File: config.mk
export PLATFORM = sky130hd
export DESIGN_NAME = qtg_ctrl
export DESIGN_NICKNAME = d
export VERILOG_FILES = /design/src/rtl/quintic_trajectory_generator_unit_assert.svh /design/src/rtl/qtg_pkg.sv /design/src/rtl/qtg_ctrl.sv
export SDC_FILE = /design/constraint.sdc
export NUM_CORES = 1
export LEC_CHECK = 0
export ABC_AREA = 0
export ABC_CLOCK_PERIOD_IN_PS = 2000
export BUFFER_PORTS_ARGS = -buffer_cell sky130_fd_sc_hd__buf_2
export CORE_UTILIZATION = 53
export DETAILED_ROUTE_END_ITERATION = 8
export HOLD_SLACK_MARGIN = 0.03
export PLACE_DENSITY = 0.77
export SYNTH_ARGS = -nofsm -noshare
export SYNTH_HDL_FRONTEND = slang
export SYNTH_SLANG_ARGS = --single-unit
export TNS_END_PERCENT = 20
File: constraint.sdc
create_clock -name clock -period 2 [get_ports clock]
set_input_delay 0.2 -clock clock [delete_from_list [all_inputs] [get_ports clock]]
set_output_delay 0.2 -clock clock [all_outputs]
set_load 0.02 [all_outputs]
File: src/rtl/quintic_trajectory_generator_unit_assert.svh
// assertion macros used by the top-level rtl file
`ifndef QUINTIC_TRAJECTORY_GENERATOR_UNIT_ASSERT_SVH
`define QUINTIC_TRAJECTORY_GENERATOR_UNIT_ASSERT_SVH

// same-cycle implication, checked on every rising edge outside reset
`define QTG_ASSERT_IMP(name, pre, post) \
   name: assert property (@(posedge clock) disable iff (reset) (pre) |-> (post)) \
      else $error("qtg: same-cycle check failed");

// next-cycle implication
`define QTG_ASSERT_NXT(name, pre, post) \
   name: assert property (@(posedge clock) disable iff (reset) (pre) |=> (post)) \
      else $error("qtg: next-cycle check failed");

`endif

File: src/rtl/qtg_pkg.sv
package qtg_pkg;

   localparam int COEFF_WIDTH = 48;
   localparam int FRAC_BITS   = 16;

   // coefficient arithmetic headroom
   localparam int EXT_W = (COEFF_WIDTH > 56) ? COEFF_WIDTH + 2 : 58;
   // divider dividend width: duration (length << 16) or phase (elapsed << FRAC_BITS)
   localparam int DIV_W = (32 + FRAC_BITS > 49) ? 32 + FRAC_BITS : 49;
   localparam int CNT_W = $clog2(DIV_W);
   localparam int ROOT_STEPS = 32;
   localparam int NUM_COEF   = 6;

   localparam logic [30:0] SPEED_RESET  = 31'd65536;
   localparam logic [30:0] PERIOD_RESET = 31'd2621;

   localparam logic REG_SPEED  = 1'b0;
   localparam logic REG_PERIOD = 1'b1;

   localparam logic OP_LOAD = 1'b0;
   localparam logic OP_TICK = 1'b1;

   typedef logic signed [COEFF_WIDTH-1:0] coef_type;
   typedef logic signed [EXT_W-1:0]       ext_type;
   typedef logic signed [COEFF_WIDTH:0]   hprod_type;
   typedef logic [FRAC_BITS-1:0]          frac_type;
   typedef logic [DIV_W-1:0]              div_type;
   typedef logic [CNT_W-1:0]              cnt_type;

   typedef enum logic [4:0] {
      S_IDLE, S_SQ, S_ROOT_INIT, S_ROOT, S_DDIV_INIT, S_DIV, S_DUR, S_WMUL,
      S_COEF, S_LRES, S_TICK, S_TCHK, S_SDIV_INIT, S_H_INIT, S_H_MUL, S_H_ADD,
      S_H_FIN, S_EMIT
   } state_type;

   typedef enum logic [4:0] {
      CMD_NONE, CMD_CAPTURE, CMD_SQ, CMD_ROOT_INIT, CMD_ROOT_STEP, CMD_DDIV_INIT,
      CMD_SDIV_INIT, CMD_DIV_STEP, CMD_DUR, CMD_WMUL, CMD_COEF, CMD_LRES,
      CMD_TICK_ADD, CMD_TCHK, CMD_H_INIT, CMD_H_MUL, CMD_H_ADD, CMD_H_FIN, CMD_EMIT
   } cmd_op_type;

   typedef struct packed {
      cmd_op_type  op;
      logic        axis;
      logic [2:0]  idx;
   } cmd_type;

   typedef struct packed {
      logic out_free;
      logic live;
   } status_type;

endpackage

File: src/rtl/qtg_ctrl.sv
module qtg_ctrl (
   input  logic                 clock,
   input  logic                 reset,
   input  logic                 req_valid,
   input  logic                 req_op,
   output logic                 req_ready,
   input  qtg_pkg::status_type  status,
   output qtg_pkg::cmd_type     cmd
);

   qtg_pkg::state_type state_ff, state_in;
   qtg_pkg::cnt_type   cnt_ff, cnt_in;
   logic               axis_ff, axis_in;
   logic               tick_ff, tick_in;

   always_ff @(posedge clock) begin
      if (reset) begin
         state_ff <= qtg_pkg::S_IDLE;
         cnt_ff   <= '0;
         axis_ff  <= 1'b0;
         tick_ff  <= 1'b0;
      end else begin
         state_ff <= state_in;
         cnt_ff   <= cnt_in;
         axis_ff  <= axis_in;
         tick_ff  <= tick_in;
      end
   end

   // next state
   always_comb begin
      state_in = state_ff;
      cnt_in   = cnt_ff;
      axis_in  = axis_ff;
      tick_in  = tick_ff;
      unique case (state_ff)
         qtg_pkg::S_IDLE: begin
            if (req_valid) begin
               cnt_in  = '0;
               axis_in = 1'b0;
               tick_in = (req_op == qtg_pkg::OP_TICK);
               state_in = (req_op == qtg_pkg::OP_TICK) ? qtg_pkg::S_TICK : qtg_pkg::S_SQ;
            end
         end
         qtg_pkg::S_SQ: begin
            if (cnt_ff[0]) begin
               cnt_in   = '0;
               state_in = qtg_pkg::S_ROOT_INIT;
            end else begin
               cnt_in = cnt_ff + 1'b1;
            end
         end
         qtg_pkg::S_ROOT_INIT: begin
            cnt_in   = '0;
            state_in = qtg_pkg::S_ROOT;
         end
         qtg_pkg::S_ROOT: begin
            if (cnt_ff == qtg_pkg::cnt_type'(qtg_pkg::ROOT_STEPS - 1)) begin
               state_in = qtg_pkg::S_DDIV_INIT;
            end else begin
               cnt_in = cnt_ff + 1'b1;
            end
         end
         qtg_pkg::S_DDIV_INIT, qtg_pkg::S_SDIV_INIT: begin
            cnt_in   = '0;
            state_in = qtg_pkg::S_DIV;
         end
         qtg_pkg::S_DIV: begin
            if (cnt_ff == qtg_pkg::cnt_type'(qtg_pkg::DIV_W - 1)) begin
               cnt_in   = '0;
               axis_in  = 1'b0;
               state_in = tick_ff ? qtg_pkg::S_H_INIT : qtg_pkg::S_DUR;
            end else begin
               cnt_in = cnt_ff + 1'b1;
            end
         end
         qtg_pkg::S_DUR: begin
            cnt_in   = '0;
            state_in = qtg_pkg::S_WMUL;
         end
         qtg_pkg::S_WMUL: begin
            if (cnt_ff == qtg_pkg::cnt_type'(3)) begin
               cnt_in   = '0;
               axis_in  = 1'b0;
               state_in = qtg_pkg::S_COEF;
            end else begin
               cnt_in = cnt_ff + 1'b1;
            end
         end
         qtg_pkg::S_COEF: begin
            if (cnt_ff == qtg_pkg::cnt_type'(qtg_pkg::NUM_COEF - 1)) begin
               cnt_in  = '0;
               axis_in = 1'b1;
               if (axis_ff) state_in = qtg_pkg::S_LRES;
            end else begin
               cnt_in = cnt_ff + 1'b1;
            end
         end
         qtg_pkg::S_LRES: state_in = qtg_pkg::S_EMIT;
         qtg_pkg::S_TICK: state_in = qtg_pkg::S_TCHK;
         qtg_pkg::S_TCHK: begin
            state_in = status.live ? qtg_pkg::S_SDIV_INIT : qtg_pkg::S_EMIT;
         end
         qtg_pkg::S_H_INIT: begin
            cnt_in   = qtg_pkg::cnt_type'(qtg_pkg::NUM_COEF - 2);
            state_in = qtg_pkg::S_H_MUL;
         end
         qtg_pkg::S_H_MUL: state_in = qtg_pkg::S_H_ADD;
         qtg_pkg::S_H_ADD: begin
            if (cnt_ff == '0) begin
               state_in = qtg_pkg::S_H_FIN;
            end else begin
               cnt_in   = cnt_ff - 1'b1;
               state_in = qtg_pkg::S_H_MUL;
            end
         end
         qtg_pkg::S_H_FIN: begin
            if (axis_ff) begin
               state_in = qtg_pkg::S_EMIT;
            end else begin
               axis_in  = 1'b1;
               state_in = qtg_pkg::S_H_INIT;
            end
         end
         qtg_pkg::S_EMIT: begin
            if (status.out_free) state_in = qtg_pkg::S_IDLE;
         end
         default: state_in = qtg_pkg::S_IDLE;
      endcase
   end

   // outputs
   always_comb begin
      req_ready = 1'b0;
      cmd.op    = qtg_pkg::CMD_NONE;
      cmd.axis  = axis_ff;
      cmd.idx   = cnt_ff[2:0];
      unique case (state_ff)
         qtg_pkg::S_IDLE: begin
            req_ready = 1'b1;
            if (req_valid) cmd.op = qtg_pkg::CMD_CAPTURE;
         end
         qtg_pkg::S_SQ: begin
            cmd.op   = qtg_pkg::CMD_SQ;
            cmd.axis = cnt_ff[0];
         end
         qtg_pkg::S_ROOT_INIT: cmd.op = qtg_pkg::CMD_ROOT_INIT;
         qtg_pkg::S_ROOT:      cmd.op = qtg_pkg::CMD_ROOT_STEP;
         qtg_pkg::S_DDIV_INIT: cmd.op = qtg_pkg::CMD_DDIV_INIT;
         qtg_pkg::S_SDIV_INIT: cmd.op = qtg_pkg::CMD_SDIV_INIT;
         qtg_pkg::S_DIV:       cmd.op = qtg_pkg::CMD_DIV_STEP;
         qtg_pkg::S_DUR:       cmd.op = qtg_pkg::CMD_DUR;
         qtg_pkg::S_WMUL: begin
            cmd.op   = qtg_pkg::CMD_WMUL;
            cmd.axis = cnt_ff[1];
            cmd.idx  = {2'b00, cnt_ff[0]};
         end
         qtg_pkg::S_COEF:     cmd.op = qtg_pkg::CMD_COEF;
         qtg_pkg::S_LRES:     cmd.op = qtg_pkg::CMD_LRES;
         qtg_pkg::S_TICK:     cmd.op = qtg_pkg::CMD_TICK_ADD;
         qtg_pkg::S_TCHK:     cmd.op = qtg_pkg::CMD_TCHK;
         qtg_pkg::S_H_INIT: begin
            cmd.op  = qtg_pkg::CMD_H_INIT;
            cmd.idx = 3'(qtg_pkg::NUM_COEF - 1);
         end
         qtg_pkg::S_H_MUL:    cmd.op = qtg_pkg::CMD_H_MUL;
         qtg_pkg::S_H_ADD:    cmd.op = qtg_pkg::CMD_H_ADD;
         qtg_pkg::S_H_FIN:    cmd.op = qtg_pkg::CMD_H_FIN;
         qtg_pkg::S_EMIT: begin
            if (status.out_free) cmd.op = qtg_pkg::CMD_EMIT;
         end
         default: cmd.op = qtg_pkg::CMD_NONE;
      endcase
   end

endmodule

==> reports/results.ini <==
[place]
dp_hpwl_mm=3.52
place.gp.congestion=0.977
place_area_um2=1770
portBuffers=15

[synth]
synth_area_um2=1530
ys_ff_latch=13
synth_common_cells=nand2_1 (28), nor2_1 (25), a21oi_1 (13), dfxtp_1 (13), o21ai_0 (11)
ys_top_cells_by_area=dfxtp_1 (17%), nand2_1 (6.9%), nor2_1 (6.1%), a21oi_1 (4.3%), o21ai_0 (3.6%)
synth_nets=233
yosys_warnings=0
yosys.area.top_type=dfxtp_1
synthFlopType=dfxtp_1
yosys.area.top_type_share=0.170
synth.avg_cell_area_um2=6.86
synth_edf_count=0
seq_area_frac_synth=0.170
ys_types=55
synth.most_common_cell=nand2_1
synthCells=223
async_flop_share=0

[sta]
fin_crit_sh=0.997
fin_hold_ws_ps=183
setup_viol=0
finalSetupTns_ps=0
slew_viol_final=0
rsz0062_at_grt=yes
hold_viol_final=0
tightest_slew_ps=462
timing.fmax_mhz=501
finClkSkew_ps=19.2
min_period_ps=1990
slew_headroom=0.689

[clock_network]
cts_tree=yes
clk_path_buf_depth=2
ctsHoldBuffers=0
cts-root-buf=clkbuf_4
cts_sinks=13
h-tree-depth=1
clk-insertion-delay-late_ps=290
path_clk_slew_ps=100
cts_made_buffers=3

[global_route]
overflow=0
grt_max_degree=18
grtUsageTotal=0.305
grt_pass1_vias=1692
grt_pass1_wl_mm=7.63
antenna_found_initial=0

[route]
post_drt_wl_per_cell_um=16.7
drc_errors=0
vias=1915
drtIter0Drc=185
avgViaCountPerCell=6.51
drt_wl_total_mm=4.90
drt_pass1_iterations=5
postRouteAntennaNets=0

[power]
p_per_area_nw_per_um2=1260
ir_drop_uv=1020
leakage_nw=0.801

[setup_path]
path_delay_family=simple AND/OR/NAND/NOR gates
path_max_fanout=7
arrival_ps=2180
cpMostUsedCell=nand3_2
start_kind=flop
cp_slowest_cell=and4b_2
path_cells=inv_1, ha_2, nor3b_4, nand3_2, a211oi_4, and4b_2, nand3_2, o31ai_2
crit_path_end_kind=flop
critical_path_class=flop to flop
cpPeakStageDelay_ps=390
worst-path-buf-inv=1
worst_ep_required_time_ps=2190

[floorplan]
die_w_um=55.7
die_area_um2=3100
coreArea_um2=2730
placementRows=19
ios=16
fp.dieH_um=55.7
initial_utilization=0.559

[hold_path]
hold_path.class=primary input to flop

[final_layout]
final-seq-area_um2=274
layout-drive-gt1-share=0.357
final_core_util=0.719
area_delta_synth_final_pct=28.5
final_cell_area_um2=1960
multi_input_comb_area_um2=1200
nets=274
diodes=0
fillers=235

[run]
drv_cap=0

[outcome]
status=finished, final reports clean

[cell usage in the layout, fill, tap and decap left out, drive strengths merged, types with 5 or more instances in the layout]
cell and n:
a21oi 13, xnor2 5, nor2 25, o21ai 18
buf 56, dfxtp 13, nor3 12, nand2 29
inv 6, nand3 9
[repair_timing]
action,in CTS,in global routing
pin swaps,0,7
endpoints found under the setup margin,6,14
setup buffers,0,8
gates resized for setup,9,21
[worst paths after layout]
check             from          end  slack [ps]  cells past startpoint
max          cnt_ff[1]  state_ff[0]           5                      8
min              reset    cnt_ff[5]         180                      2
max reg2reg  cnt_ff[1]  state_ff[0]           5                      8
min reg2reg    tick_ff      tick_ff         550                      2
[registers in the layout, indices dropped and copies added (netlist names)]
signal	count
state_ff	5
cnt_ff	6
tick_ff	1
axis_ff	1
[stage by stage]
stage	worst slack [ps]	instances	total power, mW
CTS	5.20	286	2.25
global placement	96.7	282	2.03
global route	-103	294	2.65
floorplan	80.4	223	1.62
finish	5.31	294	2.48
detailed placement	5.36	282	2.04
[kinds of logic after synthesis]
family / after synthesis / share of synthesized area
AOI/OAI and AO/OA: 68 / 0.310
xor gates and xnor gates: 6 / 0.0344
adders and majority gates: 4 / 0.0327
buffers and inverters: 27 / 0.0966
DFF: 13 / 0.170
muxes: 2 / 0.0131
and+or+nand+nor: 103 / 0.343
[layer usage]
layer	vias to the layer above	track usage	wire length [µm]
met5	-	0	0
met4	0	0.125	138
met3	27	0.0395	324
met2	96	0.522	2440
met1	889	0.387	2000
li1	903	-	-
[power breakdown]
group	leakage (nW)	total, mW	switching [mW]	internal (mW)
Combinational	0.674	1.92	1.11	0.802
Clock	0.0177	0.171	0.0968	0.0743
Sequential	0.109	0.397	0.0817	0.315
Total	0.801	2.48	1.29	1.19
[final cells by class]
cell class	instances	area share
repair buffers	56	0.199
clock buffers	3	0.0115
multi-input cells	183	0.613
clock inverters	1	0.00255
flip-flops and latches	13	0.139
inverters	7	0.0153
well taps	31	0.0197
(Power assumes the default switching activity.)
